<file path="src/assert_macros.svh">
// ----------------------------------------------------------------------------
// Assertion macros
// Concurrent assertion wrappers, empty when SYNTHESIS is defined.
// ----------------------------------------------------------------------------
`ifndef ASSERT_MACROS_SVH
`define ASSERT_MACROS_SVH

`ifndef SYNTHESIS

`define SKD_ASSERT(label, clk, rst_n, prop) \
	label: assert property (@(posedge clk) disable iff (!rst_n) prop) \
		else $error("skd assertion failed");

`define SKD_ASSERT_NEVER(label, clk, rst_n, cond) \
	label: assert property (@(posedge clk) disable iff (!rst_n) !(cond)) \
		else $error("skd forbidden condition seen");

`else

`define SKD_ASSERT(label, clk, rst_n, prop)

`define SKD_ASSERT_NEVER(label, clk, rst_n, cond)

`endif

`endif

</file>
<file path="src/skd_pkg.sv">
// ----------------------------------------------------------------------------
// skd_pkg
// Shared types, register codes and 3x3 hit-or-miss templates.
// ----------------------------------------------------------------------------
package skd_pkg;

	localparam int CFG_W     = 12;
	localparam int CFG_IDX_W = 1;

	localparam logic [CFG_IDX_W-1:0] REG_FRAME_WIDTH  = 1'b0;
	localparam logic [CFG_IDX_W-1:0] REG_FRAME_HEIGHT = 1'b1;

	localparam logic KIND_PIXEL = 1'b0;
	localparam logic KIND_FLUSH = 1'b1;

	typedef logic [8:0] win_t;

	typedef struct packed {
		logic is_branch;
		logic is_end;
		logic frame_last;
	} res_t;

	// window bit i = entry i in row-major order, centre is bit 4
	localparam win_t MASK_TOP   = 9'h007;
	localparam win_t MASK_BOT   = 9'h1C0;
	localparam win_t MASK_LEFT  = 9'h049;
	localparam win_t MASK_RIGHT = 9'h124;

	localparam int N_TMPL   = 26;
	localparam int N_BRANCH = 18;

	// cross, T, Y, then end templates
	localparam win_t TMPL_HIT [N_TMPL] = '{
		9'h0BA, 9'h155,
		9'h03A, 9'h055, 9'h09A, 9'h151, 9'h0B8, 9'h154, 9'h0B2, 9'h115,
		9'h095, 9'h11A, 9'h079, 9'h09C, 9'h152, 9'h0B1, 9'h11C, 9'h072,
		9'h090, 9'h110, 9'h030, 9'h014, 9'h012, 9'h011, 9'h018, 9'h050
	};

	localparam win_t TMPL_MISS [N_TMPL] = '{
		9'h145, 9'h0AA,
		9'h000, 9'h000, 9'h000, 9'h000, 9'h000, 9'h000, 9'h000, 9'h000,
		9'h02A, 9'h045, 9'h082, 9'h141, 9'h0A8, 9'h144, 9'h0A2, 9'h105,
		9'h02F, 9'h04F, 9'h0CB, 9'h1C9, 9'h1E8, 9'h1E4, 9'h1A6, 9'h127
	};

	// shift window one column left, new column enters on the right
	function automatic win_t shift_col(win_t w, logic top, logic mid, logic bot);
		return {bot, w[8], w[7], mid, w[5], w[4], top, w[2], w[1]};
	endfunction

endpackage

</file>
<file path="src/skd_match.sv">
// ----------------------------------------------------------------------------
// skd_match
// Hit-or-miss match of a 3x3 window against the branch and end templates.
// ----------------------------------------------------------------------------
module skd_match (
	input  skd_pkg::win_t win,
	input  skd_pkg::win_t valid,   // 0 = outside frame, don't care
	output logic          is_branch,
	output logic          is_end
);
	import skd_pkg::*;

	logic [N_TMPL-1:0] hit;

	always_comb begin
		for (int i = 0; i < N_TMPL; i++) begin
			hit[i] = ((TMPL_HIT[i] & valid & ~win) == '0) &&
				((TMPL_MISS[i] & valid & win) == '0);
		end
	end

	assign is_branch = |hit[N_BRANCH-1:0];
	assign is_end    = |hit[N_TMPL-1:N_BRANCH];

endmodule

</file>
<file path="config.mk">
export PLATFORM = sky130hd
export DESIGN_NAME = skd_match
export DESIGN_NICKNAME = d
export VERILOG_FILES = /design/src/assert_macros.svh /design/src/skd_pkg.sv /design/src/skd_match.sv
export SDC_FILE = /design/constraint.sdc
export NUM_CORES = 1
export LEC_CHECK = 0
export BUFFER_PORTS_ARGS = -buffer_cell sky130_fd_sc_hd__buf_2
export CAP_MARGIN = 10
export CORE_AREA = 2 2 39 41
export DETAILED_ROUTE_END_ITERATION = 10
export DIE_AREA = 0 0 41 43
export GPL_ROUTABILITY_DRIVEN = 0
export SYNTH_ARGS = -nofsm -noshare
export SYNTH_HDL_FRONTEND = slang
export SYNTH_SLANG_ARGS = --single-unit
</file>
<file path="constraint.sdc">
create_clock -name vclk -period 0.9
set_clock_uncertainty 0.05 [all_clocks]
set_input_delay 0.045 -clock vclk [all_inputs]
set_output_delay 0.045 -clock vclk [all_outputs]
set_load 0.01 [all_outputs]
</file>
==> results of run 1 <==
==> tightest hold or removal path: stages <==
cell	delay (ps)
buf_2	100
nand2_1	50
nand3_1	80
o22ai_2	70
buf_2	130
==> per-layer routing <==
metal	part of all wire (%)	wire length, um	track usage, %	vias up
met3	6.1	87	0	6
met1	41	586	19.9	276
met5	0	0	0	-
li1	-	-	-	311
met2	50	707	28.7	28
met4	3.2	46	5.33	0
==> cells in the mapped netlist, drive strengths merged <==
| master | count |
|---|---|
| a21oi | 5 |
| a32oi | 1 |
| o22ai | 3 |
| nand2 | 13 |
| a22oi | 2 |
| and2 | 2 |
| a2bb2oi | 1 |
| o32ai | 1 |
| a31oi | 3 |
| nor2 | 3 |
| nand2b | 8 |
| a41oi | 1 |
| a311oi | 1 |
| o221ai | 1 |
| inv | 1 |
| nor3b | 1 |
| clkbuf | 1 |
| o21ai | 2 |
| nor2b | 1 |
| nand3 | 9 |
| o211ai | 2 |
| nor3 | 1 |
==> layout by cell type, fill, tap and decap left out, types with 2 or more instances in the layout <==
| master | instances |
|---|---|
| nor2_1 | 3 |
| nand2b_1 | 4 |
| o22ai_1 | 2 |
| buf_2 | 18 |
| nand2b_4 | 3 |
| and2_1 | 2 |
| a31oi_1 | 3 |
| buf_4 | 13 |
| nand2_1 | 12 |
| nand3_1 | 9 |
| buf_6 | 2 |
| a21oi_1 | 5 |
==> stage by stage <==
stage | std cells | hold slack [ps]
4_1_cts | 112 | 468
2_1_floorplan | 63 | 223
6_report | 112 | 465
3_5_place_dp | 111 | 465
3_3_place_gp | 111 | 469
5_1_grt | 112 | 498
==> area by class of cell <==
class,count,share of cell area [%]
inverters,1,0.569
multi-input cells,61,62.2
well taps,16,3.04
repair buffers,34,34.2
==> what timing repair did <==
| item | in CTS | in global routing |
|---|---|---|
| endpoints found under the setup margin | 2 | 2 |
| buffers inserted | 1 | 0 |
| pin swaps | 8 | 4 |
| resized for setup | 11 | 3 |
| cloned | 0 | 0 |
==> power breakdown <==
group | switching [W] | internal [W]
sequential | 0 | 0
combinational | 0.000174 | 0.000179
clock | 0 | 0
==> kinds of logic after synthesis <==
group                  count (synthesis)  share of synthesized area, %
AO/OA/AOI/OAI                         23                          45.5
buffers and inverters                  2                          2.41
AND/OR/NAND/NOR                       38                          52.1
==> how the worst max path moves through the flow <==
stage | cells after the start | slack, ps | endpoint
finish | 7 | -350 | is_branch
global route | 7 | -380 | is_branch
CTS | 7 | -340 | is_branch
detailed placement | 7 | -350 | is_branch
global placement | 7 | -330 | is_branch
floorplan | 6 | 4 | is_end
==> impl_metrics.json, run 1 <==
{
  "status": "complete, but fails checks",
  "failed_checks": "negative setup slack",
  "port_buffers": 20,
  "startpoint": "win[3]",
  "grt_max_degree": 9,
  "power.total_w": 0.000353,
  "holdPathStages": 5,
  "synthCells": 63,
  "final_antenna_net_count": 0,
  "initial_core_util_pct": 26.2,
  "critical-path-top-cell-by-count": "buf_2",
  "grt_pass1_vias": 551,
  "cp.required_ps": 810,
  "drt_pre_antenna_iters": 4,
  "dieHeight_um": 43,
  "ctsHoldBuffers": 0,
  "crit_chain": "buf_2 > nand2b_2 > a311oi_2 > o32ai_2 > nor2_1 > o211ai_2 > buf_2",
  "critPathCaptureType": "output pin",
  "fin_area_um2": 659,
  "hp-class": "input port to output pin",
  "finalCriticalPeriod_ps": 1250,
  "seq_area_um2": 0,
  "wl_mm": 1.43,
  "grt_use_total_pct": 16.3,
  "dieArea_um2": 1760,
  "diodes": 0,
  "fmax_mhz": 801,
  "crit_slowest_cell": "a311oi_2",
  "synth.distinct_cells": 25,
  "routedWlPerCell_um": 12.7,
  "vias_per_cell": 5.54,
  "hp-start": "win[1]",
  "setup_viol": 2,
  "nClkBuffers": 0,
  "rsz0062_at_grt": "yes",
  "grt_pass1_wl_mm": 2.13,
  "crit_arrival_ps": 1150,
  "antenna_found_initial": 0,
  "tightestPinTransition_ps": 290,
  "cp-start-kind": "input port",
  "drtIter0Drc": 24,
  "cp_num_buf_inv": 2,
  "yosysTopAreaCell": "nand2_1",
  "power_density_nw_per_um2": 535,
  "synth_top_area_share_pct": 13.4,
  "crit_type": "input port to output pin",
  "slew_headroom_pct": 80.7,
  "post-route-period-util_pct": 139,
  "slew_viol_final": 0,
  "nets": 116,
  "fp.dieW_um": 41,
  "fillerInstances": 149,
  "synth.top_cells.by_area": "nand2_1 (13%), nand3_1 (12%), nand2b_1 (12%)",
  "pin_count": 20,
  "layout-drive-gt1-share_pct": 49.0,
  "drc_errors": 0,
  "yosys_warnings": 0,
  "whs_endpoint": "is_end",
  "vias": 621,
  "worst-path-max-fanout": 6,
  "place_area_um2": 593,
  "place_ws_ps": -347,
  "yosysSeqAreaShare_pct": 0,
  "leakage_nw": 0.322,
  "cpLargestDelayFamily": "compound AO/OA/AOI/OAI gates",
  "setup_tns_ps": -568,
  "cpPeakStageDelay_ps": 280,
  "synthesis.area_um2": 363,
  "ir_drop_uv": 169,
  "syn_avg_cell_area_um2": 5.76,
  "core_area_um2": 1380,
  "seq_cell_count": 0,
  "multi_input_area_um2": 410,
  "syn_nets": 81,
  "cap_violations": 0,
  "placementRows": 14,
  "grt_overflow": 0,
  "setup_ws_ps": -348,
  "finish.utilization_pct": 47.6,
  "syn2layout_area_growth_pct": 81.7,
  "finalHoldViolations": 0
}
Power figures use the tool's default switching activity.
==> inputs of run 2 (changes only) <==
--- a/config.mk
+++ b/config.mk
@@ -11,6 +11,8 @@
 export DETAILED_ROUTE_END_ITERATION = 10
 export DIE_AREA = 0 0 41 43
 export GPL_ROUTABILITY_DRIVEN = 0
+export SETUP_SLACK_MARGIN = 0.5
+export SLEW_MARGIN = 25
 export SYNTH_ARGS = -nofsm -noshare
 export SYNTH_HDL_FRONTEND = slang
 export SYNTH_SLANG_ARGS = --single-unit
==> run 2 against run 1 <==
  * The run still ends with negative setup slack left
  * Die area is the same
  * Combinational power grew 10%
  * Global-route usage shrank 1.5 points
  * Design area grew 11%
  * Critical path type unchanged
  * Critical endpoint unchanged
  * Largest power group unchanged
==> impl_metrics.json, run 2 (synthesis gave the netlist of run 1 again) <==
{
  "pin_count": 20,
  "dieHeight_um": 43,
  "antenna_found_initial": 0,
  "fmax_mhz": 874,
  "grt_pass1_wl_mm": 1.95,
  "leakage_nw": 0.345,
  "slew_viol_final": 0,
  "diodes": 0,
  "drt_pre_antenna_iters": 4,
  "port_buffers": 20,
  "routedWlPerCell_um": 13.0,
  "place_area_um2": 608,
  "cap_violations": 0,
  "finish.utilization_pct": 52.9,
  "dieArea_um2": 1760,
  "cp.required_ps": 810,
  "nClkBuffers": 0,
  "crit_type": "input port to output pin",
  "crit_arrival_ps": 1050,
  "postCtsSetupBuffers": 0,
  "initial_core_util_pct": 26.2,
  "place_ws_ps": -296,
  "cp-start-kind": "input port",
  "seq_area_um2": 0,
  "ctsHoldBuffers": 0,
  "dp_hpwl_mm": 1.05,
  "grt_overflow": 0,
  "fp.dieW_um": 41,
  "wl_mm": 1.43,
  "final_antenna_net_count": 0,
  "hold-worst-slack_ps": 449,
  "placementRows": 14,
  "fin_area_um2": 732,
  "syn2layout_area_growth_pct": 102,
  "status": "complete, but fails checks",
  "failed_checks": "negative setup slack",
  "setup_ws_ps": -245,
  "grt_use_total_pct": 14.8,
  "cpPeakStageDelay_ps": 230,
  "drtIter0Drc": 27,
  "core_area_um2": 1380,
  "finalCriticalPeriod_ps": 1140,
  "crit_chain": "buf_8 > a22oi_2 > a32oi_1 > nor3b_2 > a21oi_2 > o211ai_2 > buf_2",
  "power_density_nw_per_um2": 531,
  "fillerInstances": 142,
  "vias": 629,
  "drc_errors": 0,
  "mostFrequentLayoutCell": "buf_2",
  "ir_drop_uv": 218,
  "setup_tns_ps": -446,
  "crit_slowest_cell": "a22oi_2",
  "worst-path-max-fanout": 5,
  "slew_headroom_pct": 85.9,
  "grt_max_degree": 9,
  "critPathCaptureType": "output pin",
  "nets": 114,
  "cp_num_buf_inv": 2,
  "cpLargestDelayFamily": "compound AO/OA/AOI/OAI gates",
  "final_cell_mix": "buf_2 (15), nand2_1 (11), buf_4 (10)",
  "grt_pass1_vias": 499,
  "setup_viol": 2,
  "hp-start": "win[1]",
  "post-route-period-util_pct": 127,
  "tightestPinTransition_ps": 211,
  "hp-class": "input port to output pin",
  "startpoint": "win[6]",
  "seq_cell_count": 0,
  "finalHoldViolations": 0,
  "rsz0062_at_grt": "yes",
  "vias_per_cell": 5.72,
  "layout-drive-gt1-share_pct": 57.4
}
-- run 2: power breakdown --
part	leakage, nW	switching (W)	internal [W]
logic	0.345	0.000191	0.000198
clock network	0	0	0
registers	0	0	0
total	0.345	0.000191	0.000198
-- run 2: layout make-up --
| cell class | instances | area, um^2 | area share (%) |
|---|---|---|---|
| well taps | 16 | 20.0 | 2.74 |
| multi-input cells | 61 | 472 | 64.4 |
| inverters | 1 | 3.75 | 0.513 |
| repair buffers | 32 | 236 | 32.3 |
-- run 2: worst paths after layout --
check	end	slack (ps)	depth (start not counted)
hold / removal	is_end	450	5
setup / recovery	is_branch	-240	7
-- run 2: stage by stage --
| step | std cells | total power, W |
|---|---|---|
| detailed placement | 110 | 0.000318 |
| finish | 110 | 0.000389 |
| global route | 110 | 0.000419 |
| floorplan | 63 | 0.000182 |
| CTS | 110 | 0.000345 |
| global placement | 110 | 0.000317 |
-- run 2: metal layers --
layer  global-route usage [%]  routed length (um)
met1                     21.5                 604
met2                     25.0                 715
met3                        0                  87
met4                        0                  21
met5                        0                   0
-- run 2: repair_timing --
| action | CTS | global route |
|---|---|---|
| resized for setup | 13 | 14 |
| endpoints found under the setup margin | 2 | 2 |
| pin swaps | 3 | 6 |
| hold endpoints to repair | 0 | 0 |
==> inputs of run 3 (changes only) <==
--- a/config.mk
+++ b/config.mk
@@ -5,11 +5,11 @@
 export SDC_FILE = /design/constraint.sdc
 export NUM_CORES = 1
 export LEC_CHECK = 0
-export BUFFER_PORTS_ARGS = -buffer_cell sky130_fd_sc_hd__buf_2
 export CAP_MARGIN = 10
 export CORE_AREA = 2 2 39 41
 export DETAILED_ROUTE_END_ITERATION = 10
 export DIE_AREA = 0 0 41 43
+export DONT_BUFFER_PORTS = 1
 export GPL_ROUTABILITY_DRIVEN = 0
 export SETUP_SLACK_MARGIN = 0.5
 export SLEW_MARGIN = 25
==> run 3 against run 2 <==
  * The run still ends with negative setup slack left
  * Worst setup slack improved by 160 ps
  * Fmax grew 16%
  * Hold slack got worse by 190 ps
  * Critical path type unchanged
  * Power fell by 37%
  * First-iteration DRC count fell by 70%
  * Via count fell by 20%
  * Global-route usage shrank 1.1 points
  * Wire length decreased by 21%
  * Highest routed layer is now met3
  * Cell count is 23% lower
  * Combinational power shrank 38%
  * Design area shrank 34%
  * Core utilization shrank 18 points
==> impl_metrics.json, run 3 (synthesis gave the netlist of run 1 again) <==
{
  "swShare_pct": 52.3,
  "grt_pass1_wl_mm": 1.79,
  "antenna_found_initial": 0,
  "power_density_nw_per_um2": 500,
  "seq_area_um2": 0,
  "dp_hpwl_um": 963,
  "diodes": 0,
  "initial_core_util_pct": 26.2,
  "layout-drive-gt1-share_pct": 27.5,
  "drtIter0Drc": 8,
  "fmax_mhz": 1010,
  "tightestPinTransition_ps": 267,
  "final_antenna_net_count": 0,
  "wl_mm": 1.12,
  "leakage_nw": 0.204,
  "grt_use_total_pct": 13.7,
  "fin_area_um2": 487,
  "setup.worst_path.end": "is_branch",
  "syn2layout_area_growth_pct": 34.1,
  "nets": 89,
  "failed_checks": "negative setup slack",
  "place_area_um2": 470,
  "routedWlPerCell_um": 13.2,
  "port_buffers": 0,
  "worst-path-max-fanout": 5,
  "hold-worst-slack_ps": 254,
  "seq_cell_count": 0,
  "setup_ws_ps": -87.1,
  "finalHoldViolations": 0,
  "cp.required_ps": 810,
  "mostFrequentLayoutCell": "nand2_1",
  "nClkBuffers": 0,
  "crit_type": "input port to output pin",
  "rsz0062_at_grt": "yes",
  "drt_pre_antenna_iters": 4,
  "setup_viol": 1,
  "grt_overflow": 0,
  "cap_violations": 0,
  "hp-class": "input port to output pin",
  "core_area_um2": 1380,
  "postCtsSetupBuffers": 0,
  "slew_headroom_pct": 82.2,
  "dieHeight_um": 43,
  "switchingPower_w": 0.000127,
  "p_comb_share_pct": 100.0,
  "startpoint": "valid[6]",
  "vias_per_cell": 5.91,
  "vias": 502,
  "p_int_w": 0.000116,
  "pin_count": 20,
  "placementRows": 14,
  "power.total_w": 0.000243,
  "ctsHoldBuffers": 0,
  "drc_errors": 0,
  "grt_max_degree": 9,
  "pwr-share-clk_pct": 0,
  "finalCriticalPeriod_ps": 987,
  "dp_cells": 85,
  "post-route-period-util_pct": 110,
  "final_cell_mix": "nand2_1 (13), nand3_1 (8), buf_4 (7)",
  "p_seq_share_pct": 0,
  "cp-start-kind": "input port",
  "dieArea_um2": 1760,
  "grt_pass1_vias": 461,
  "ir_drop_uv": 180,
  "slew_viol_final": 0,
  "fp.dieW_um": 41,
  "crit_arrival_ps": 890,
  "final_cells": 85,
  "status": "complete, but fails checks",
  "critPathCaptureType": "output pin"
}
run 3: worst min path at each step:
stage                start      to  slack, ps  cells after the start
global route        win[1]  is_end        260                      3
global placement    win[1]  is_end        260                      3
finish              win[1]  is_end        250                      3
CTS                 win[1]  is_end        260                      3
floorplan           win[8]  is_end        230                      3
detailed placement  win[1]  is_end        260                      3
run 3: repair_timing:
item	4_1_cts	5_1_grt
pin swaps	2	0
endpoints found under the setup margin	2	2
gates resized for setup	1	2
run 3: final cells by class:
type / instances / area (um^2)
Multi-Input combinational cell: 61 / 410
Timing Repair Buffer: 7 / 52.6
Tap cell: 16 / 20.0
Fill cell: 149 / 897
Inverter: 1 / 3.75
run 3: per-layer routing:
layer,up-vias,share of wire (%),track usage (%)
met2,19,45,20.9
met5,-,0,0
li1,258,-,-
met4,0,0,1.33
met1,225,48,20.6
met3,0,7.6,1.57
run 3: power groups by stage:
| stage | clock network, W | logic [W] | registers (W) |
|---|---|---|---|
| floorplan | 0 | 0.000182 | 0 |
| global placement | 0 | 0.000233 | 0 |
| detailed placement | 0 | 0.000232 | 0 |
| CTS | 0 | 0.000234 | 0 |
| global route | 0 | 0.000265 | 0 |
| finish | 0 | 0.000243 | 0 |
run 3: worst max-delay path, stage by stage:
cell and delay, ps:
a22oi_2 240, a32oi_1 130, nor3b_1 190, a21oi_1 80, o211ai_2 200
run 3: per-stage QoR:
stage | setup slack, ps | TNS (ps) | utilization (%)
floorplan | 43.9 | 0 | -
global placement | -80.1 | -145 | 34.0
detailed placement | -133 | -240 | 34.0
CTS | -62.3 | -62.3 | 34.2
global route | -111 | -175 | 35.2
finish | -87.1 | -87.1 | 35.2
