### src/assert_macros.svh
// ----------------------------------------------------------------------------
// Assertion macros
// Concurrent assertion wrappers, empty when SYNTHESIS is defined.
// ----------------------------------------------------------------------------
`ifndef ASSERT_MACROS_SVH
`define ASSERT_MACROS_SVH

`ifndef SYNTHESIS

`define SKD_ASSERT(label, clk, rst_n, prop) \
	label: assert property (@(posedge clk) disable iff (!rst_n) prop) \
		else $error("skd assertion failed");

`define SKD_ASSERT_NEVER(label, clk, rst_n, cond) \
	label: assert property (@(posedge clk) disable iff (!rst_n) !(cond)) \
		else $error("skd forbidden condition seen");

`else

`define SKD_ASSERT(label, clk, rst_n, prop)

`define SKD_ASSERT_NEVER(label, clk, rst_n, cond)

`endif

`endif

### src/skd_pkg.sv
// ----------------------------------------------------------------------------
// skd_pkg
// Shared types, register codes and 3x3 hit-or-miss templates.
// ----------------------------------------------------------------------------
package skd_pkg;

	localparam int CFG_W     = 12;
	localparam int CFG_IDX_W = 1;

	localparam logic [CFG_IDX_W-1:0] REG_FRAME_WIDTH  = 1'b0;
	localparam logic [CFG_IDX_W-1:0] REG_FRAME_HEIGHT = 1'b1;

	localparam logic KIND_PIXEL = 1'b0;
	localparam logic KIND_FLUSH = 1'b1;

	typedef logic [8:0] win_t;

	typedef struct packed {
		logic is_branch;
		logic is_end;
		logic frame_last;
	} res_t;

	// window bit i = entry i in row-major order, centre is bit 4
	localparam win_t MASK_TOP   = 9'h007;
	localparam win_t MASK_BOT   = 9'h1C0;
	localparam win_t MASK_LEFT  = 9'h049;
	localparam win_t MASK_RIGHT = 9'h124;

	localparam int N_TMPL   = 26;
	localparam int N_BRANCH = 18;

	// cross, T, Y, then end templates
	localparam win_t TMPL_HIT [N_TMPL] = '{
		9'h0BA, 9'h155,
		9'h03A, 9'h055, 9'h09A, 9'h151, 9'h0B8, 9'h154, 9'h0B2, 9'h115,
		9'h095, 9'h11A, 9'h079, 9'h09C, 9'h152, 9'h0B1, 9'h11C, 9'h072,
		9'h090, 9'h110, 9'h030, 9'h014, 9'h012, 9'h011, 9'h018, 9'h050
	};

	localparam win_t TMPL_MISS [N_TMPL] = '{
		9'h145, 9'h0AA,
		9'h000, 9'h000, 9'h000, 9'h000, 9'h000, 9'h000, 9'h000, 9'h000,
		9'h02A, 9'h045, 9'h082, 9'h141, 9'h0A8, 9'h144, 9'h0A2, 9'h105,
		9'h02F, 9'h04F, 9'h0CB, 9'h1C9, 9'h1E8, 9'h1E4, 9'h1A6, 9'h127
	};

	// shift window one column left, new column enters on the right
	function automatic win_t shift_col(win_t w, logic top, logic mid, logic bot);
		return {bot, w[8], w[7], mid, w[5], w[4], top, w[2], w[1]};
	endfunction

endpackage

### src/skd_out_buf.sv
// ----------------------------------------------------------------------------
// skd_out_buf
// Two-entry result buffer: output register plus skid register.
// ----------------------------------------------------------------------------
module skd_out_buf (
	input  logic          clk,
	input  logic          arst_n,
	input  logic          push,
	input  skd_pkg::res_t push_data,
	output logic          push_ready,
	output logic          out_valid,
	output skd_pkg::res_t out_data,
	input  logic          out_ready
);
	import skd_pkg::*;

	logic out_v_q;
	logic skid_v_q;
	res_t out_q;
	res_t skid_q;
	logic pop;

	assign pop = !out_v_q || out_ready;

	always_ff @(posedge clk or negedge arst_n) begin
		if (!arst_n) begin
			out_v_q  <= 1'b0;
			skid_v_q <= 1'b0;
		end else if (pop) begin
			if (skid_v_q) begin
				out_v_q  <= 1'b1;
				skid_v_q <= push;
			end else begin
				out_v_q  <= push;
			end
		end else if (push) begin
			skid_v_q <= 1'b1;
		end
	end

	always_ff @(posedge clk) begin
		if (pop) begin
			out_q <= skid_v_q ? skid_q : push_data;
			if (push) begin
				skid_q <= push_data;
			end
		end else if (push) begin
			skid_q <= push_data;
		end
	end

	assign push_ready = !skid_v_q;
	assign out_valid  = out_v_q;
	assign out_data   = out_q;

endmodule

### config.mk
export PLATFORM = sky130hd
export DESIGN_NAME = skd_out_buf
export DESIGN_NICKNAME = d
export VERILOG_FILES = /design/src/assert_macros.svh /design/src/skd_pkg.sv /design/src/skd_out_buf.sv
export SDC_FILE = /design/constraint.sdc
export NUM_CORES = 1
export LEC_CHECK = 0
export BUFFER_PORTS_ARGS = -buffer_cell sky130_fd_sc_hd__buf_2
export CORE_AREA = 4 4 41 43
export DETAILED_ROUTE_END_ITERATION = 6
export DIE_AREA = 0 0 45 47
export PLACE_DENSITY = 0.43
export SYNTH_ARGS = -nofsm -noshare
export SYNTH_HDL_FRONTEND = slang
export SYNTH_SLANG_ARGS = --single-unit
### constraint.sdc
create_clock -name clk -period 0.9 [get_ports clk]
set_input_delay 0.09 -clock clk [delete_from_list [all_inputs] [get_ports clk]]
set_output_delay 0.09 -clock clk [all_outputs]
set_load 0.05 [all_outputs]
==> flow_summary_export.csv, run 1 <==
group,metric,value,unit
critical_path,crit_chain,"buf_6 > mux2_4",
power_and_ir_drop,pwr-share-comb,0.282,
die,chipHeight,47,um
logic_synthesis,synth_mux_area_frac,0.116,
grt,grt_pass1_vias,210,
die,dieWidth,45,um
cts,cts_sinks,8,
route,drt_iter0_drc,2,
sta,fmax,931,MHz
cts,h-tree-depth,1,
sta,setup_viol,5,
layout,area_growth,69.8,%
hold_path,whs_path_depth,1,
sta,fin_ws,-0.174,ns
layout,finalNonFillerCells,51,
logic_synthesis,ys_seq_area_frac,0.793,
critical_path,r2r_end,"out_data[0]",
logic_synthesis,synth_nets,24,
grt,grt_max_degree,6,
sta,hold_viol_final,0,
route,antenna_left,0,
logic_synthesis,synth_area,290,um^2
power_and_ir_drop,pwr-share-clk,0.272,
sta,fin_skew,0.00444,ns
power_and_ir_drop,pwr-share-seq,0.446,
critical_path,cpPeakStageDelay,0.42,ns
route,vias_per_cell,3.90,
grt,antenna_found_initial,0,
critical_path,cp-end-kind,"register",
logic_synthesis,syn_inst,17,
power_and_ir_drop,vdd_drop_max,0.631,mV
route,vias,199,
layout,n_fill_cell,136,
critical_path,reg2reg_slack,-0.17,ns
outcome,status,"finished, violations left",
layout,multi_input_area,75.1,um^2
hold_path,min_to,"skid_q[0]",
sta,worst_pin_slew,0.137,ns
logic_synthesis,synth.distinct_cells,8,
die,row_count,13,
critical_path,cp.required,0.90,ns
sta,rsz0062_at_grt,"true",
sta,fin_hold_ws,0.0350,ns
die,core_area,1300,um^2
logic_synthesis,ys_top_cells_by_area,"edfxtp_1, dfrtp_1, mux2_2, nand2_1, nand2b_1",
layout,fin_nets,44,
cts,cts_tree,"built",
cts,cts-buffers-inserted,3,
logic_synthesis,synth_xor_area_frac,0,
logic_synthesis,yosys.area_share.simple,0.0603,
sta,min_period_over_period,1.19,
die,io_pins,12,
die,dieArea,2120,um^2
cts,clk_pin_slew,0.06,ns
layout,drive_gt1_frac,0.667,
hold_path,hold_class,"in -> reg",
critical_path,r2r-start,"skid_v_q",
logic_synthesis,async_flop_share,0.250,
route,wl_per_cell,9.39,um
logic_synthesis,yosysWarnings,0,
cts,cts-root-buf,"clkbuf_4",
logic_synthesis,synth_edf_count,6,
hold_path,min-delay-start,"push_data[0]",
critical_path,start_kind,"register",
cts,insertion_delay,0.25,ns
critical_path,slowest_stage,"dfrtp_2",
outcome,violations,"setup timing",
logic_synthesis,syn_avg_cell_area,17.1,um^2
logic_synthesis,synth-adder-area-share,0,
critical_path,crit_arrival,1.07,ns
power_and_ir_drop,p_leak,0.216,nW
logic_synthesis,synthTopCellsByCount,"edfxtp_1, mux2_2, dfrtp_1, nand2_1",
logic_synthesis,synth_top_family_by_area,"multiplexers",
grt,grt_overflow_total,0,
route,drc,0,
power_and_ir_drop,switching_power,291,uW
power_and_ir_drop,p_per_area,2130,nW/um^2
place,io_buffers,11,
power_and_ir_drop,switching_share,0.277,
logic_synthesis,ys_ff_latch,8,
place,dp_hpwl,409,um
place,place_inst,44,
logic_synthesis,synth.most_common_cell,"edfxtp_1",
sta,finalCriticalPeriod,1.07,ns
power_and_ir_drop,total_power,1.05,mW
power_and_ir_drop,internal_power,760,uW
run,drv_cap,0,
logic_synthesis,synth_top_area_frac,0.621,
logic_synthesis,synth_compound_area_frac,0.0172,
layout,fin_area,493,um^2
critical_path,r2r_cells,2,
place,dpl_cell_area,393,um^2
grt,grt_pass1_wl,800,um
critical_path,cp_max_fo,3,
grt,grt_usage,0.0583,
layout,diodes,0,
route,dr.pass1.iters,2,
place,gp_congestion,0.673,
logic_synthesis,synth_top_cell_by_area,"edfxtp_1",
die,initial_utilization,0.223,
cts,cts_buffer_depth,2,
sta,slew_headroom,0.908,
layout,ff_latch_area,233,um^2
logic_synthesis,synth_flop_cell,"edfxtp_1",
critical_path,crit_type,"reg -> reg",
sta,final_max_slew_viol_count,0,
route,wl,479,um
-- how the worst max path moves through the flow --
| stage | from | slack, ns | end |
|---|---|---|---|
| final | skid_v_q | -0.17 | out_data[0] |
| after global routing | skid_v_q | -0.20 | push_ready |
| after CTS | skid_v_q | -0.18 | push_ready |
| after detailed placement | skid_v_q | -0.09 | out_data[0] |
| after global placement | skid_v_q | -0.08 | out_data[2] |
| after floorplan | skid_v_q | -0.08 | out_data[0] |
-- power groups by stage --
stage / Clock [mW] / Combinational, mW / Sequential, mW
floorplan: 0 / 0.0762 / 0.550
global placement: 0 / 0.212 / 0.473
detailed placement: 0 / 0.213 / 0.476
CTS: 0.303 / 0.281 / 0.465
global route: 0.326 / 0.313 / 0.471
finish: 0.286 / 0.297 / 0.469
-- cells by family after synthesis --
group / count (synthesis)
AND/OR/NAND/NOR: 4
multiplexers: 3
flip-flops: 8
AO/OA/AOI/OAI: 1
buffers and inverters: 1
-- repair_timing --
item,in CTS,in global routing
hold buffers,1,0
resized for setup,11,5
hold endpoints to repair,2,0
endpoints found under the setup margin,9,9
cloned,0,0
buffers inserted,2,0
-- per-layer routing --
metal	routed length, um	vias up	track usage
li1	-	98	-
met1	181	95	0.0562
met2	260	6	0.0876
met3	37	0	0.0345
met4	0	0	0.0526
met5	0	-	0
-- cell usage in the layout (no fill, tap or decap) --
cell type      instances
buf_2                  6
buf_6                  7
buf_8                  1
clkbuf_1               1
clkbuf_4               3
dfrtp_2                2
dlygate4sd3_1          1
edfxtp_1               6
inv_4                  1
mux2_4                 3
nand2_1                2
nand2b_4               1
nor2_1                 1
o21ai_0                1
-- state kept, by name (all words and copies together), names as in the netlist --
name,cells
out_data,3
skid_q,3
out_valid,1
skid_v_q,1
-- critical path, delay by kind of cell, from the launching register on --
family / cells / cell delay [ns]
flip-flops: 1 / 0.42
multiplexers: 1 / 0.28
buffers and inverters: 1 / 0.13
-- layout make-up --
cell class	count	area share
flip-flops and latches	8	0.472
repair buffers	15	0.272
multi-input cells	8	0.152
clock buffers	4	0.0533
well taps	15	0.0381
inverters	1	0.0127
-- metrics by stage --
step	setup slack (ns)	utilization	setup TNS, ns
2_1_floorplan	-0.0814	-	-0.325
3_3_place_gp	-0.0772	0.302	-0.280
3_5_place_dp	-0.0905	0.302	-0.349
4_1_cts	-0.176	0.365	-0.722
5_1_grt	-0.198	0.379	-0.841
6_report	-0.174	0.379	-0.694
Note: power is estimated with default switching activity, not from simulation.
==> run 2, diff against run 1 <==
--- a/config.mk
+++ b/config.mk
@@ -5,11 +5,12 @@
 export SDC_FILE = /design/constraint.sdc
 export NUM_CORES = 1
 export LEC_CHECK = 0
+export ABC_AREA = 1
 export BUFFER_PORTS_ARGS = -buffer_cell sky130_fd_sc_hd__buf_2
 export CORE_AREA = 4 4 41 43
 export DETAILED_ROUTE_END_ITERATION = 6
 export DIE_AREA = 0 0 45 47
-export PLACE_DENSITY = 0.43
+export PLACE_DENSITY = 0.45
 export SYNTH_ARGS = -nofsm -noshare
 export SYNTH_HDL_FRONTEND = slang
 export SYNTH_SLANG_ARGS = --single-unit
==> flow_summary_export.csv, run 2 <==
group,metric,value,unit
logic_synthesis,syn_inst,28,
logic_synthesis,ys_ff_latch,8,
route,antenna_left,0,
critical_path,worst-path-buf-inv,2,
sta,slew_headroom,0.927,
place,io_buffers,11,
grt,grt_max_degree,6,
sta,final_max_slew_viol_count,0,
sta,rsz0062_at_grt,"true",
critical_path,crit_chain,"inv_4 > buf_8",
sta,worst_pin_slew,0.109,ns
power_and_ir_drop,p_leak,0.234,nW
die,dieWidth,45,um
route,dr.pass1.iters,2,
sta,fin_ws,-0.0757,ns
logic_synthesis,yosysWarnings,0,
die,row_count,13,
outcome,status,"finished, violations left",
critical_path,cp_top_family,"flip-flops",
logic_synthesis,syn_avg_cell_area,11.3,um^2
route,drt_iter0_drc,2,
cts,insertion_delay,0.25,ns
critical_path,slowest_stage,"dfrtp_2",
sta,fin_skew,0.000411,ns
logic_synthesis,synth_top_area_frac,0.571,
hold_path,hold_class,"in -> reg",
die,dieArea,2120,um^2
critical_path,crit_type,"reg -> out",
sta,setup_viol,5,
place,dp_hpwl,457,um
logic_synthesis,ys_top_cells_by_area,"edfxtp_1, dfrtp_1, nand2_1, inv_1, nor2_4",
sta,finalCriticalPeriod,0.976,ns
critical_path,cpPeakStageDelay,0.43,ns
place,gp_congestion,0.751,
logic_synthesis,synthTopCellsByCount,"nand2_1, edfxtp_1, inv_1",
logic_synthesis,synth.most_common_cell,"nand2_1",
layout,fin_area,485,um^2
grt,grt_pass1_vias,267,
cts,h-tree-depth,1,
logic_synthesis,synth_flop_cell,"edfxtp_1",
cts,cts_sinks,8,
cts,clk_pin_slew,0.05,ns
sta,fmax,1020,MHz
sta,fin_setup_tns,-0.153,ns
cts,cts_buffer_depth,2,
sta,min_period_over_period,1.08,
die,chipHeight,47,um
layout,final_common_cell,"nand2_1",
critical_path,r2r_cells,4,
layout,diodes,0,
critical_path,cp.required,0.81,ns
route,wl,616,um
route,vias_per_cell,4.05,
grt,grt_overflow_total,0,
layout,utilization,0.373,
critical_path,cp_max_fo,2,
logic_synthesis,synth_edf_count,6,
logic_synthesis,async_flop_share,0.250,
logic_synthesis,ys_seq_area_frac,0.730,
route,wl_per_cell,10.1,um
grt,grt_pass1_wl,1.08,mm
cts,cts-root-buf,"clkbuf_4",
layout,layout_common_cells,"nand2_1, buf_2, edfxtp_1",
logic_synthesis,synth_top_cell_by_area,"edfxtp_1",
die,core_area,1300,um^2
layout,finalNonFillerCells,61,
power_and_ir_drop,vdd_drop_max,0.698,mV
critical_path,cp-end-kind,"primary output",
power_and_ir_drop,total_power,1.05,mW
place,pre_cts_ws,0.0247,ns
route,vias,247,
critical_path,start_kind,"register",
critical_path,cp.depth,2,
grt,antenna_found_initial,0,
power_and_ir_drop,p_per_area,2150,nW/um^2
sta,fin_hold_ws,0.0331,ns
die,io_pins,12,
logic_synthesis,synth_nets,35,
run,drv_cap,0,
route,drc,0,
hold_path,whs_path_depth,1,
place,dpl_cell_area,393,um^2
outcome,violations,"setup timing",
logic_synthesis,synth.distinct_cells,7,
logic_synthesis,synth_area,315,um^2
place,place_inst,54,
layout,fin_nets,54,
die,initial_utilization,0.242,
grt,grt_usage,0.0759,
layout,drive_gt1_frac,0.543,
cts,cts_tree,"built",
layout,area_growth,54.0,%
sta,hold_viol_final,0,
cts,cts-buffers-inserted,3,
critical_path,crit_arrival,0.89,ns
## run 2: changes by cell type after synthesis, sizes merged
cell and change:
inv +4, o21ai -1, nand2b -1, mux2 -3, nand2 +12
## run 2: where the power goes
group	total (mW)	internal (mW)	switching, mW	leakage (nW)
Clock	0.293	0.170	0.123	0.0150
Sequential	0.470	0.448	0.0229	0.0794
Combinational	0.282	0.109	0.173	0.140
## run 2: layout make-up
class	count	area (um^2)
multi-input cells	15	71.3
well taps	15	18.8
flip-flops and latches	8	233
clock buffers	4	26.3
fillers	142	816
repair buffers	14	115
inverters	5	21.3
## run 2: repair_timing
action                                  in CTS  in global routing
setup buffers                                2                  0
gates cloned                                 0                  0
endpoints found under the setup margin       5                 10
pin swaps                                    0                  0
hold buffers                                 1                  0
endpoints found under the hold margin        2                  0
gates resized for setup                     12                  2
## run 2: worst paths after layout
check,from,endpoint,slack [ns]
setup / recovery,skid_v_q,push_ready,-0.08
hold / removal,push_data[0],skid_q[0],0.03
setup reg to reg,skid_v_q,out_data[0],-0.03
hold reg to reg,skid_q[2],out_data[2],0.51
max in group asynchronous,arst_n,skid_v_q,0.64
min in group asynchronous,arst_n,out_valid,0.15
## run 2: layer usage
layer / share of wire / wire, um / global-route usage / vias up
met3: 0.10 / 62 / 0.0383 / 4
met5: 0 / 0 / 0 / -
li1: - / - / - / 124
met2: 0.53 / 328 / 0.110 / 11
met1: 0.34 / 212 / 0.0798 / 108
met4: 0.021 / 13 / 0.0702 / 0
## run 2: cell families (layout without fill, tap and decap cells)
family | count (synthesis) | after routing | share of synthesized area
simple gates | 15 | 15 | 0.210
flops | 8 | 8 | 0.730
buf+inv | 5 | 23 | 0.0595
==> run 3, diff against run 2 <==
--- a/config.mk
+++ b/config.mk
@@ -11,6 +11,7 @@
 export DETAILED_ROUTE_END_ITERATION = 6
 export DIE_AREA = 0 0 45 47
 export PLACE_DENSITY = 0.45
+export SETUP_SLACK_MARGIN = 0.02
 export SYNTH_ARGS = -nofsm -noshare
 export SYNTH_HDL_FRONTEND = slang
 export SYNTH_SLANG_ARGS = --single-unit
==> flow_summary_export.csv, run 3 (synthesized netlist as in run 2, its figures left out) <==
group,metric,value,unit
die,chipHeight,47,um
sta,setup_viol,5,
sta,hold_viol_final,0,
power_and_ir_drop,pwr-share-comb,0.270,
route,wl_per_cell,10.1,um
layout,layout_common_cells,"nand2_1, buf_2, edfxtp_1",
sta,rsz0062_at_grt,"true",
critical_path,reg2reg_slack,-0.03,ns
layout,diodes,0,
sta,fmax,1020,MHz
critical_path,cp-end-kind,"primary output",
hold_path,whs_path_depth,1,
cts,cts_tree,"built",
power_and_ir_drop,switching_share,0.306,
route,drc,0,
place,dpl_cell_area,393,um^2
critical_path,crit_arrival,0.89,ns
place,gp_congestion,0.751,
critical_path,cp.required,0.81,ns
die,io_pins,12,
route,antenna_left,0,
power_and_ir_drop,switching_power,320,uW
grt,grt_pass1_wl,1.08,mm
sta,slew_headroom,0.927,
critical_path,start_kind,"register",
grt,antenna_found_initial,0,
sta,fin_skew,0.000411,ns
cts,h-tree-depth,1,
critical_path,worst-path-buf-inv,2,
cts,cts_buffer_depth,2,
power_and_ir_drop,pwr-share-seq,0.450,
layout,drive_gt1_frac,0.543,
cts,cts-buffers-inserted,3,
hold_path,min-delay-start,"push_data[0]",
critical_path,slowest_stage,"dfrtp_2",
sta,min_period_over_period,1.08,
power_and_ir_drop,p_leak,0.234,nW
layout,fin_nets,54,
sta,worst_pin_slew,0.109,ns
power_and_ir_drop,pwr-share-clk,0.280,
grt,grt_pass1_vias,267,
power_and_ir_drop,total_power,1.05,mW
place,dp_hpwl,457,um
critical_path,cp_top_family,"flip-flops",
route,dr.pass1.iters,2,
die,dieWidth,45,um
run,drv_cap,0,
outcome,status,"finished, violations left",
layout,fin_area,485,um^2
power_and_ir_drop,internal_power,726,uW
critical_path,cpPeakStageDelay,0.43,ns
layout,n_fill_cell,142,
critical_path,crit_chain,"inv_4 > buf_8",
die,initial_utilization,0.242,
critical_path,r2r-start,"skid_v_q",
place,io_buffers,11,
sta,finalCriticalPeriod,0.976,ns
critical_path,crit_type,"reg -> out",
power_and_ir_drop,vdd_drop_max,0.698,mV
outcome,violations,"setup timing",
route,vias_per_cell,4.05,
cts,insertion_delay,0.25,ns
hold_path,hold_class,"in -> reg",
cts,clk_pin_slew,0.05,ns
layout,area_growth,54.0,%
sta,fin_ws,-0.0757,ns
die,row_count,13,
critical_path,r2r_cells,4,
grt,grt_max_degree,6,
die,core_area,1300,um^2
sta,final_max_slew_viol_count,0,
layout,final_common_cell,"nand2_1",
route,drt_iter0_drc,2,
cts,cts_sinks,8,
hold_path,min_to,"skid_q[0]",
route,vias,247,
critical_path,cp.depth,2,
grt,grt_overflow_total,0,
grt,grt_usage,0.0759,
place,place_inst,54,
cts,cts-root-buf,"clkbuf_4",
layout,finalNonFillerCells,61,
route,wl,616,um
power_and_ir_drop,p_per_area,2150,nW/um^2
critical_path,cp_max_fo,2,
die,dieArea,2120,um^2
sta,fin_setup_tns,-0.153,ns
critical_path,r2r_end,"out_data[0]",
run 3: what timing repair did:
item	4_1_cts	5_1_grt
hold buffers	1	0
resized for setup	12	2
endpoints found under the hold margin	2	0
endpoints found under the setup margin	5	13
buffers inserted	2	0
run 3: metrics by stage:
step / utilization / hold WS (ns) / setup WS, ns
2_1_floorplan: - / -0.206 / -0.0864
4_1_cts: 0.369 / 0.0132 / -0.0723
6_report: 0.373 / 0.0331 / -0.0757
5_1_grt: 0.373 / 0.0186 / -0.115
3_5_place_dp: 0.302 / -0.122 / 0.0247
3_3_place_gp: 0.302 / -0.122 / 0.0426
run 3: power by group through the flow:
stage / clock (mW) / combinational [mW] / sequential [mW]
2_1_floorplan: 0 / 0.0758 / 0.550
6_report: 0.293 / 0.282 / 0.470
5_1_grt: 0.343 / 0.301 / 0.474
3_3_place_gp: 0 / 0.208 / 0.471
3_5_place_dp: 0 / 0.211 / 0.474
4_1_cts: 0.313 / 0.279 / 0.470
run 3: worst max-delay path by stage:
stage | from | endpoint | slack, ns
6_report | skid_v_q | push_ready | -0.08
5_1_grt | skid_v_q | push_ready | -0.11
4_1_cts | skid_v_q | push_ready | -0.07
3_5_place_dp | skid_v_q | push_ready | 0.02
3_3_place_gp | skid_v_q | push_ready | 0.04
2_1_floorplan | out_valid | out_data[0] | -0.09
run 3: worst register-to-register path, stage by stage (launching register included):
cell and delay (ns):
dfrtp_2 0.40, inv_4 0.04, buf_4 0.14, nand2_1 0.06, nand2_1 0.05
run 3: area by class of cell:
cell class	count	area, um^2	share of cell area
inverters	5	21.3	0.0438
well taps	15	18.8	0.0387
multi-input cells	15	71.3	0.147
flip-flops and latches	8	233	0.479
repair buffers	14	115	0.237
clock buffers	4	26.3	0.0541
run 3: routing by layer:
metal | vias to the layer above | GRT usage | part of all wire
met5 | - | 0 | 0
met4 | 0 | 0.0702 | 0.021
met3 | 4 | 0.0383 | 0.10
met2 | 11 | 0.110 | 0.53
met1 | 108 | 0.0798 | 0.34
li1 | 124 | - | -
